File: src/rtl/core/pea_ram.sv
// Generic single-write, single-read RAM with a registered read port.
// No dependencies.
`default_nettype none

module pea_ram #(
    parameter int WIDTH = 8,
    parameter int DEPTH = 16
) (
    input  wire logic                     clk,
    input  wire logic                     we,
    input  wire logic [$clog2(DEPTH)-1:0] waddr,
    input  wire logic [WIDTH-1:0]         wdata,
    input  wire logic [$clog2(DEPTH)-1:0] raddr,
    output logic      [WIDTH-1:0]         rdata
);

    logic [WIDTH-1:0] mem [DEPTH];

    always_ff @(posedge clk)
    begin
        if (we)
        begin
            mem[waddr] <= wdata;
        end
        rdata <= mem[raddr];
    end

endmodule

`default_nettype wire

File: config.mk
export PLATFORM = sky130hd
export DESIGN_NAME = pea_ram
export DESIGN_NICKNAME = d
export VERILOG_FILES = /design/src/rtl/core/pea_ram.sv
export SDC_FILE = /design/constraint.sdc
export NUM_CORES = 1
export LEC_CHECK = 0
export BUFFER_PORTS_ARGS = -buffer_cell sky130_fd_sc_hd__buf_2
export CAP_MARGIN = 20
export CORE_MARGIN = 2
export CORE_UTILIZATION = 40
export CTS_BUF_LIST = sky130_fd_sc_hd__clkbuf_8 sky130_fd_sc_hd__clkbuf_16
export DETAILED_ROUTE_END_ITERATION = 10
export GPL_TIMING_DRIVEN = 0
export PLACE_DENSITY = 0.62
export RECOVER_POWER = 25
export SYNTH_ARGS = -nofsm -noshare
export SYNTH_HDL_FRONTEND = slang
export SYNTH_SLANG_ARGS = --single-unit
export TNS_END_PERCENT = 1
File: constraint.sdc
create_clock -name clk -period 4.67 [get_ports clk]
set_input_delay 1.1675 -clock clk [delete_from_list [all_inputs] [get_ports clk]]
set_output_delay 1.1675 -clock clk [all_outputs]
set_load 0.01 [all_outputs]
* Word-level counts from Yosys, hierarchy flattened *
Memory sizes are Yosys's and may differ from the RTL's. A register that Yosys moved wholly into a read port is not among the register bits.
Cells that the tools add are included.

storage, ports and cells
  bits in registers = 0
  memory bits (writable) = 128
  input bits = 18
  output and inout port bits = 8
  logic and storage cells = 3
  memories kept = 1

memories
  memory  words  bits a word  rd ports  clocked after Yosys merged registers in  write ports  RTL line  RTL
  mem     16     8            1         1                                        1            17        logic [WIDTH-1:0] mem [DEPTH];

operators by class
  mux-type cells = 2

operators by type and width
  kind     number
  $mux W1  2

* Logic depth before layout (Yosys ltp) *
  depth after elaboration = 2
  gate-level depth with buffers = 5
  gate-level depth less buffers = 3

* Least setup slack after synthesis *
Ideal clock, no wire load.

  kind = input to register
  from = in waddr[2]
  to = mem mem[0][0] (enable)
  library setup time = 383 ps
  data arrival time = 2277 ps
  required time = 4287 ps
  setup slack = 2010 ps
  cell stages on the path = 2
  path buffers = 0
  path through = or3b_2 nor3_1

RTL lines
  element          RTL line  RTL
  start, declared  11        input wire logic [$clog2(DEPTH)-1:0] waddr,
  end, declared    17

No word-level cell before the write port.

* Worst setup path in the final report *
  from = in waddr[2]
  to = mem mem[0][1] (enable)

No word-level cell before the write port.

==> metrics.md <==
| Metric | Value |
|---|---|
| Reg2reg path depth | 3 |
| Worst Path Required | between 4000 and 5000 ps |
| # diodes | 0 |
| End of the worst register-to-register path | rdata[2]$_DFF_P_ |
| Share of cells above drive strength 1 | ~26% |
| Max Cap Violations | 0 |
| Cell variety after synth | 19 |
| Worst vdd ir | 263.5 uV |
| Min-Delay Endpoint | rdata[1]$_DFF_P_ |
| Post-synthesis sequential area ratio | 77.78% |
| CP Launch Point | waddr[2] |
| Drt total wl | 10010 um |
| Clock Skews | between 5 and 6 ps |
| WS Path Type | in2reg |
| Measured slew at the worst slew-check pin | 811.6 ps |
| CTS resizes | 0 |
| Critical Path End Type | register |
| Synth-to-Final Area Change | 17.48% |
| Non-filler instance count after layout | roughly 460 |
| Synth area leaders | edfxtp_1 (75%), mux4_2 (7.9%), mux4_1 (7.1%) |
| Max Slew Vio Count | 0 |
| Hold-fix buffers at CTS | 0 |
| Vias in the first global route | 2442 |
| Hold WC Path Type | reg2reg |
| Crit path max fanout | 5 |
| # DRC | 0 |
| Final Power | 2.724 mW |
| Post-synth top area share | between 70% and 80% |
| Hpwl dp | 6396 um |
| Outcome | completed |
| Die Height | ~120 um |
| CP startpoint kind | input pin |
| Vias/cell | a little over 5 |
| Worst path top cell family by delay | simple AND/OR/NAND/NOR gates |
| R2r startpoint | mem[5][2]$_DFFE_PP_ |
| Initial core utilization | 40.96% |
| Final Hold Viols | 0 |
| Clk_lat worst skew | 410 ps |
| FF-to-FF setup slack | roughly 3300 ps |
| DR iter-0 viols | 241 |
| Num rows | 41 |
| WHS Path Cells | 3 |
| Synthesized area per cell | 22.48 um2 |
| Leakage Power | 2.011 nW |
| Synth Cell Area | a little over 5000 um2 |
| Gr ovfl total | 0 |
| Clock slew at reported path FFs | approximately 60 ps |
| Htree depth | 4 |
| CTS Sinks | 136 |
| Slowest stage delay, CP | 560 ps |
| First-pass GRT wire length | 14940 um |
| Setup TNS | 0 ps |
| Initial antenna violation count | 0 |
| Pwr dens | 450.4 nW/um2 |
| Io pins | 26 |
| Root Driver | clkbuf_16 |
| Vias | 2387 |
| Final setup vio count | 0 |
| Yosys reg bits | 136 |
| Crit path max-delay cell type | nor3_1 |
| Unrepaired setup endpoints after global routing | false |
| Design Area, Final | 6047 um2 |
| Buffers on Ports | 24 |
| CP bufs+invs | 2 |
| Placed instance area | 5510 um2 |
| Antenna Violating Nets Remaining | 0 |
| Final Net Count | 294 |
| Post-Syn Instances | 229 |
| Min-delay src | mem[11][1]$_DFFE_PP_ |
| Final period utilization | a little over half |
| Synth warn | 0 |
| Fin crit period | 2529 ps |
| Relative slew slack | 45.69% |
| Highest clock rate | 395.4 MHz |
| GRT Resource Usage Total | 15.36% |
| TritonRoute pass-1 iters | 4 |
| CTS max path bufs | 2 |
| Num CTS Buffers | 17 |
| Placer congestion estimate | 0.6953 |
| Core outline area | about 13000 um2 |
| CTS tree | built |
| Placed cells | 429 |
| Post CTS Setup Buffer Count | 0 |
| WL per Instance | 21.71 um |
| Yosys top cell by area | edfxtp_1 |
| Hold Slack | 688.1 ps |
| Die footprint | 13790 um2 |
| Pin count of the biggest net entering global routing | 17 |
| Die X | between 100 and 150 um |
| Synthesized Nets | about 250 |
| CP cell instances | buf_2, or3b_2, nor3_1, buf_4 |
| CP arrival | approximately 2600 ps |
==> worst max-delay path by stage <==
| stage | end | slack (ps) | cells after the start |
|---|---|---|---|
| 3_3_place_gp | mem[0][7]$_DFFE_PP_ | 1420 | 3 |
| 2_1_floorplan | mem[0][0]$_DFFE_PP_ | 2010 | 2 |
| 6_report | mem[0][1]$_DFFE_PP_ | 2140 | 4 |
| 3_5_place_dp | mem[0][7]$_DFFE_PP_ | 1710 | 4 |
| 5_1_grt | mem[0][1]$_DFFE_PP_ | 2090 | 4 |
| 4_1_cts | mem[0][1]$_DFFE_PP_ | 2140 | 4 |
==> Yosys cell counts (all sizes together) <==
cell and instances:
and2b 1, nand2b 2, and2 1, a22oi 16, nand3 1, nand2 9
buf 7, edfxtp 128, dfxtp 8, nand3b 2, nor2 13, mux4 32
nor3 4, nor2b 1, clkdlybuf4s25 3, or3b 1
==> report_power, final <==
part	internal [mW]	switching [mW]
Sequential	1.37	0.00574
Combinational	0.0540	0.0798
Clock	0.764	0.454
Total	2.18	0.539
==> metal layers <==
layer  share of wire [%]  vias to the layer above  track usage, %
li1                    -                     1067               -
met1                  45                     1235           20.87
met2                  49                       76           23.76
met3                 4.9                        9           4.232
met4                 1.0                        0           5.949
met5                   0                        -               0
==> layout by cell type, fill, tap and decap left out <==
cell type / instances
edfxtp_1: 128
buf_2: 22
mux4_2: 18
clkbuf_16: 17
a22oi_1: 16
mux4_1: 14
nor2_1: 13
nand2_1: 9
dfxtp_1: 8
clkinv_1: 7
clkbuf_1: 6
buf_4: 4
nor3_1: 4
buf_6: 3
clkdlybuf4s25_2: 3
nand3b_1: 2
nand2b_1: 2
clkinvlp_4: 2
bufinv_16: 2
inv_1: 2
clkinv_2: 2
nor2b_1: 1
and2_1: 1
and2b_1: 1
nand3_1: 1
or3b_2: 1
==> sequential cells by signal, summed over array words and instances (netlist names) <==
| signal | cells |
|---|---|
| rdata | 8 |
| mem | 128 |
==> stage by stage <==
step                util [%]  worst slack (ps)
CTS                    48.17              2143
finish                 48.11              2141
floorplan                  -              2010
global route           48.11              2094
global placement       43.62              1418
detailed placement     43.84              1713
==> layout make-up <==
type / instances / area (um2)
fillers: 1053 / 6521
flip-flops and latches: 136 / 4004
multi-input cells: 83 / 1057
clock buffers: 17 / 425.4
well taps: 172 / 215.2
repair buffers: 28 / 140.1
clock inverters: 15 / 118.9
plain buffers: 10 / 86.33
==> kinds of logic (layout without fill, tap and decap cells) <==
| group | Yosys count | after routing | synth area share (%) |
|---|---|---|---|
| flops | 136 | 136 | 77.78 |
| simple gates | 35 | 35 | 3.184 |
| mux | 32 | 32 | 15.02 |
| compound gates | 16 | 16 | 2.334 |
| buf+inv | 10 | 70 | 1.677 |
==> worst register-to-register path, cell delays in order, from the launching register on <==
cell and delay [ps]:
edfxtp_1 350, mux4_1 570, a22oi_1 260, nand2_1 80
Note: power is estimated with default switching activity, not from simulation.
