==> src/rtl/core/pea_pkg.sv <==
// Shared types and constants for the context ID allocator.
// Used by pcid_epoch_allocator and pea_probe in rtl/core; depends on nothing else.
`default_nettype none

package pea_pkg;

    localparam int ID_W        = 32;
    localparam int CTX_W       = 12;
    localparam int EPOCH_W     = 32;
    localparam int NCTX_W      = 13;
    localparam int MAX_CONTEXT = 4095;

    // The home slot is the low identifier bits, so the table depth is a power of two.
    localparam int TABLE_ENTRIES = 4096;
    localparam int IDX_W         = $clog2(TABLE_ENTRIES);

    localparam int ENTRY_W = ID_W + CTX_W + EPOCH_W;

    // Request kinds.
    localparam logic [1:0] KIND_LOAD  = 2'd0;
    localparam logic [1:0] KIND_QUERY = 2'd1;
    localparam logic [1:0] KIND_INVAL = 2'd2;

    typedef struct packed {
        logic [ID_W-1:0]    space;
        logic [CTX_W-1:0]   ctx;
        logic [EPOCH_W-1:0] epoch;
    } entry_t;

    typedef struct packed {
        logic stale;
        logic hit;
    } probe_status_t;

endpackage

`default_nettype wire

==> src/rtl/core/pea_probe.sv <==
// Compare unit shared by every probe step: checks one table entry against
// the request identifier and the current epoch. Depends on pea_pkg.
`default_nettype none

module pea_probe (
    input  wire pea_pkg::entry_t              entry,
    input  wire logic [pea_pkg::ID_W-1:0]     id,
    input  wire logic [pea_pkg::EPOCH_W-1:0]  cur_epoch,
    output pea_pkg::probe_status_t            status
);

    // An identifier of zero marks empty and invalidated slots and never matches.
    always_comb
    begin
        status.stale = (entry.epoch != cur_epoch);
        status.hit   = (entry.epoch == cur_epoch) && (id != '0) && (entry.space == id);
    end

endmodule

`default_nettype wire

==> config.mk <==
export PLATFORM = sky130hd
export DESIGN_NAME = pea_probe
export DESIGN_NICKNAME = d
export VERILOG_FILES = /design/src/rtl/core/pea_pkg.sv /design/src/rtl/core/pea_probe.sv
export SDC_FILE = /design/constraint.sdc
export NUM_CORES = 1
export LEC_CHECK = 0
export ABC_CLOCK_PERIOD_IN_PS = 2050
export BUFFER_PORTS_ARGS = -buffer_cell sky130_fd_sc_hd__buf_2
export CAP_MARGIN = 30
export CORE_AREA = 10 10 62 64
export DETAILED_ROUTE_END_ITERATION = 6
export DIE_AREA = 0 0 72 74
export PLACE_DENSITY_LB_ADDON = 0.2
export SLEW_MARGIN = 20
export SYNTH_ARGS = -nofsm -noshare
export SYNTH_HDL_FRONTEND = slang
export SYNTH_SLANG_ARGS = --single-unit
==> constraint.sdc <==
create_clock -name vclk -period 2.05
set_clock_uncertainty 0.1 [all_clocks]
set_input_delay 0.3075 -clock vclk [all_inputs]
set_output_delay 0.3075 -clock vclk [all_outputs]
set_load 0.02 [all_outputs]
# [After elaboration in Yosys (flattened, before gate mapping)]
# Cells that the tools add are included.
[totals] reg_bits=0 out_inout_bits=2 elab_cells=6 inputBits=140
[op_classes] reduce_logical=3 eq_ne=3
[ops] operator="$eq A32 B32 Y1" count=2
[ops] operator="$ne A32 B32 Y1" count=1
[ops] operator="$reduce_bool A32 Y1" count=1
[ops] operator="$logic_and A1 B1 Y1" count=2

# [Depth between registers and ports, before layout]
# Gate-level depths: netlist of run 1.
[depth] depth_word=3 mapped_depth=5 ltp_nobuf=5

# [Worst setup path after synthesis of run 1]
# No wires, ideal clock.
[synth_timing] kind="input to output" startpoint="input cur_epoch[22] (netlist name)" endpoint="output status[0] (netlist name)" cell_stages=5 n_path_buf=0 setup_slack_ns=0.082 required_time_ns=1.642 arrival_ns=1.560 path_cell_list="xnor2_1 > nand4_1 > nor4_1 > nand2_1 > nor4_2"
[synth_rtl] item="start, declared" line="pea_probe.sv:8" source="input wire logic [pea_pkg::EPOCH_W-1:0] cur_epoch,"
[synth_rtl] item="end, declared" line="pea_probe.sv:9" source="output pea_pkg::probe_status_t status"

==> flow_metrics.tcl, run 1 <==
set metrics [dict create \
    routed_wl_um 3780 \
    cp_max_fo 2 \
    slowest_stage "nor4_1" \
    maxSlewViolCount 0 \
    initial_utilization_pct 28.9 \
    multi_input_area_um2 787 \
    power_density_nw_per_um2 181 \
    start_kind "input pin" \
    num-clock-buffers 0 \
    drive_gt1_share_pct 59.0 \
    portBuffers 130 \
    grt_pass1_vias 1275 \
    worstHoldPathType "input pin to output pin" \
    core_um2 2660 \
    syn_nets 237 \
    gr-total-overflow 0 \
    crit_family "simple AND/OR/NAND/NOR gates" \
    grt_max_degree 3 \
    drtIter0Drc 15 \
    gp_congestion 0.810 \
    die_area_um2 5330 \
    die_y_um 74 \
    drcViolationCount 0 \
    grt_pass1_wl_um 5360 \
    relSlewSlack_pct 76.3 \
    arrival_ps 1580 \
    hold_path_startpoint "entry[16]" \
    path_class "input pin to output pin" \
    postSynthCellCount 97 \
    via_count 1166 \
    hold_path_depth 6 \
    wire_per_inst_um 14.6 \
    setup_violations 0 \
    tns_ps 0 \
    mostFrequentLayoutCells "buf_2 (129), xnor2_1 (32), xor2_1 (32), nor4_1 (15), nand4_1 (12)" \
    vias_per_cell 4.52 \
    post-route-period-util_pct 97.0 \
    cp_num_buf_inv 2 \
    pre_cts_ws_ps -5.86 \
    syn2layout_area_growth_pct 92.5 \
    grt_usage_pct 12.0 \
    ys_types 7 \
    status "finished, final reports clean" \
    register_area_um2 0 \
    worst_pin_slew_ps 352 \
    setup_ws_ps 61.8 \
    cp-end-kind "output pin" \
    max-cap-violations 0 \
    syn-mean-instance-area_um2 7.92 \
    stdcell_count 258 \
    firstDrtPassIters 4 \
    period_minus_slack_ps 1990 \
    diodes 0 \
    vdd_drop_max_mv 0.110 \
    ys_warn_count 0 \
    num-fill-cells 261 \
    leakagePower_nw 0.728 \
    hpwl_um 3690 \
    fin_hold_ws_ps 1030 \
    required_ps 1640 \
    antenna_found_initial 0 \
    rows 19 \
    layout.nets 369 \
    seq_cell_count 0 \
    seq_area_frac_synth_pct 0 \
    syn_area_um2 768 \
    die_x_um 72 \
    pin_count 142 \
    dp_cells 258 \
    clock.fmax_ghz 0.503 \
    max_stage_delay_ps 360 \
    hold_buffers 0 \
    hold_end "status[1]" \
    hold_violations 0 \
    crit_chain "buf_2, xor2_1, nor4_1, nand4_1, nor4_2, buf_4" \
    final_common_cell "buf_2" \
    ant_nets 0 \
    finalPower_uw 268 \
]
## per-layer routing
metal	up-vias	routed length, um	track usage [%]
met1	484	1270	11.4
li1	614	-	-
met3	0	490	5.45
met5	-	0	0
met2	68	2020	24.5
met4	0	0	0
## per-stage QoR
stage / util (%) / instance area (um2)
after floorplan: - / 768
after global placement: 54.7 / 1460
after detailed placement: 54.7 / 1460
after CTS: 55.2 / 1470
after global routing: 55.5 / 1480
final: 55.5 / 1480
## tightest hold or removal path: cells and delay by family
kind,cells,cell delay [ps]
xor gates and xnor gates,1,50
buffers and inverters,2,260
and+or+nand+nor,3,210
## synthesized netlist by cell type (all sizes together)
master	number	share of area (%)
nor2	1	0.49
nor4	19	16
xnor2	32	36
nand2	1	0.49
xor2	32	36
nand4	12	9.8
## cells by family (layout without fill, tap and decap cells)
| family | Yosys count | after routing | share of synthesized area, % |
|---|---|---|---|
| xor gates and xnor gates | 64 | 64 | 73.0 |
| and+or+nand+nor | 33 | 33 | 27.0 |
| buffers and inverters | 0 | 130 | 0 |
## power breakdown
group | total (mW) | internal, mW | switching (mW)
clock network | 0 | 0 | 0
registers | 0 | 0 | 0
logic | 0.268 | 0.161 | 0.107
total | 0.268 | 0.161 | 0.107
## what timing repair did
item | 4_1_cts | 5_1_grt
endpoints found under the setup margin | 1 | 1
pin swaps | 0 | 1
setup buffers | 0 | 0
resized for setup | 2 | 2
## how the worst max path moves through the flow
stage,start,end,cells after the start
2_1_floorplan,cur_epoch[22],status[0],5
3_3_place_gp,cur_epoch[4],status[0],7
3_5_place_dp,cur_epoch[4],status[0],7
4_1_cts,cur_epoch[23],status[0],7
5_1_grt,id[20],status[0],6
6_report,id[24],status[0],6
## final cells by class
| class | count | share of cell area, % |
|---|---|---|
| tap | 31 | 2.62 |
| timing repair buffer | 130 | 44.2 |
| multi-input combinational | 97 | 53.2 |
Note: power is estimated with default switching activity, not from simulation.
==> inputs of run 2 (changes only) <==
--- a/config.mk
+++ b/config.mk
@@ -5,12 +5,13 @@
 export SDC_FILE = /design/constraint.sdc
 export NUM_CORES = 1
 export LEC_CHECK = 0
+export ABC_AREA = 1
 export ABC_CLOCK_PERIOD_IN_PS = 2050
 export BUFFER_PORTS_ARGS = -buffer_cell sky130_fd_sc_hd__buf_2
 export CAP_MARGIN = 30
-export CORE_AREA = 10 10 62 64
+export CORE_AREA = 10 10 67 69
 export DETAILED_ROUTE_END_ITERATION = 6
-export DIE_AREA = 0 0 72 74
+export DIE_AREA = 0 0 77 79
 export PLACE_DENSITY_LB_ADDON = 0.2
 export SLEW_MARGIN = 20
 export SYNTH_ARGS = -nofsm -noshare
==> run 2 against run 1 <==
Maximum frequency up 18%. Utilization down 0.18 points. Synthesized cell count up 130%. Routed wire length up 16%. Via count up 40%. Non-clock buffer count unchanged. Cell area up 21%. Critical endpoint unchanged. Largest power group unchanged.
==> flow_metrics.tcl, run 2 <==
set metrics [dict create \
    clock.fmax_ghz 0.592 \
    die_y_um 79 \
    syn_area_um2 1080 \
    post-route-period-util_pct 82.3 \
    synth-xor-area-share_pct 35.6 \
    ant_nets 0 \
    drcViolationCount 0 \
    final_common_cell "buf_2" \
    path_class "input pin to output pin" \
    setup_violations 0 \
    core_um2 3230 \
    maxSlewViolCount 0 \
    vdd_drop_max_mv 0.0856 \
    synth.area.mux_share_pct 0 \
    synth-adder-area-share_pct 0 \
    num-clock-buffers 0 \
    final_area_um2 1790 \
    relSlewSlack_pct 80.0 \
    grt_usage_pct 13.4 \
    layout.nets 491 \
    rows 21 \
    pin_count 142 \
    rsz0062_at_grt "no" \
    synth_top_family_by_area "simple AND/OR/NAND/NOR gates" \
    drtIter0Drc 28 \
    die_x_um 77 \
    gp_congestion 0.755 \
    grt_pass1_vias 1771 \
    ys_warn_count 0 \
    grt_pass1_wl_um 7070 \
    post_cts_buffers 0 \
    firstDrtPassIters 4 \
    ys_types 10 \
    yosys.area_share.simple_pct 50.8 \
    period_minus_slack_ps 1690 \
    synth_top_area_share_pct 35.6 \
    fin_hold_ws_ps 1060 \
    synthTopCellsByCount "nand2_1 (85), xnor2_1 (44), inv_1 (39), nor2_1 (33), nand4_1 (6)" \
    worst_pin_slew_ps 297 \
    power_density_nw_per_um2 175 \
    cp-end-kind "output pin" \
    status "finished, final reports clean" \
    required_ps 1640 \
    start_kind "input pin" \
    initial_utilization_pct 33.4 \
    hpwl_um 4300 \
    diodes 0 \
    hold_buffers 0 \
    cts_resized 0 \
    final_util_pct 55.4 \
    seq_cell_count 0 \
    syn-mean-instance-area_um2 4.94 \
    syn_nets 359 \
    via_count 1631 \
    synth_most_common_cell "nand2_1" \
    die_area_um2 6080 \
    ys_top_cells_by_area "xnor2_1 (36%), nand2_1 (30%), inv_1 (14%)" \
    place_area_um2 1790 \
    portBuffers 130 \
    cp_max_fo 2 \
    postSynthCellCount 219 \
    hold_violations 0 \
    gr-total-overflow 0 \
    max-cap-violations 0 \
    grt_max_degree 4 \
    antenna_found_initial 0 \
    seq_area_frac_synth_pct 0 \
    yosysTopAreaCell "xnor2_1" \
    leakagePower_nw 1.07 \
    setup_ws_ps 362 \
    arrival_ps 1280 \
    vias_per_cell 4.13 \
    synth_compound_area_share_pct 0 \
    drive_gt1_share_pct 39.0 \
    worstHoldPathType "input pin to output pin" \
    pre_cts_ws_ps 317 \
    register_area_um2 0 \
    tns_ps 0 \
    syn2layout_area_growth_pct 65.5 \
    wire_per_inst_um 11.1 \
    mostFrequentLayoutCells "buf_2 (130), nand2_1 (85), xnor2_1 (44), inv_1 (39), nor2_1 (33)" \
    routed_wl_um 4390 \
]
[run 2: changes by cell type in the layout (fill, tap and decap cells not counted), sizes merged, moves of 5 or more]
cell / change
inv: +39
nand2: +85
nand3: +5
nand4: -6
nor2: +34
nor4: -18
xnor2: +12
xor2: -32
[run 2: through the flow]
step,power (mW),instances
after floorplan,0.153,219
after global placement,0.312,395
after detailed placement,0.318,395
after CTS,0.319,395
after global routing,0.359,395
final,0.314,395
[run 2: final cells by class]
| type | count | area, um2 |
|---|---|---|
| Inverter | 39 | 146 |
| Multi-Input combinational cell | 180 | 935 |
| Fill cell | 367 | 1440 |
| Timing Repair Buffer | 130 | 651 |
| Tap cell | 46 | 57.6 |
[run 2: worst max-delay path, cell delays in order]
cell and delay [ps]:
buf_2 100, inv_1 80, nand2_1 50, nand2_1 50
nand2_1 40, nor2_1 100, nand2_1 70, nor2_1 100
nand3_1 110, nor2_2 80, buf_2 180
[run 2: cell families (layout without fill, tap and decap cells)]
kind of cell,after synthesis,after routing
AND/OR/NAND/NOR,136,136
XOR/XNOR,44,44
buffers and inverters,39,169
[run 2: worst paths after layout]
path | from | to | slack (ps) | depth (start not counted)
worst max-delay path | id[10] | status[0] | 360 | 11
worst min-delay path | entry[11] | status[1] | 1060 | 8
[run 2: power by group]
| part | total, mW | internal (mW) | switching (mW) |
|---|---|---|---|
| registers | 0 | 0 | 0 |
| logic | 0.314 | 0.181 | 0.133 |
| clock network | 0 | 0 | 0 |
| total | 0.314 | 0.181 | 0.133 |
[run 2: metal layers]
metal | vias up | track usage (%) | wire [um]
li1 | 898 | - | -
met1 | 643 | 12.2 | 1510
met2 | 86 | 25.2 | 2060
met3 | 4 | 8.90 | 773
met4 | 0 | 1.28 | 44
met5 | - | 0 | 0
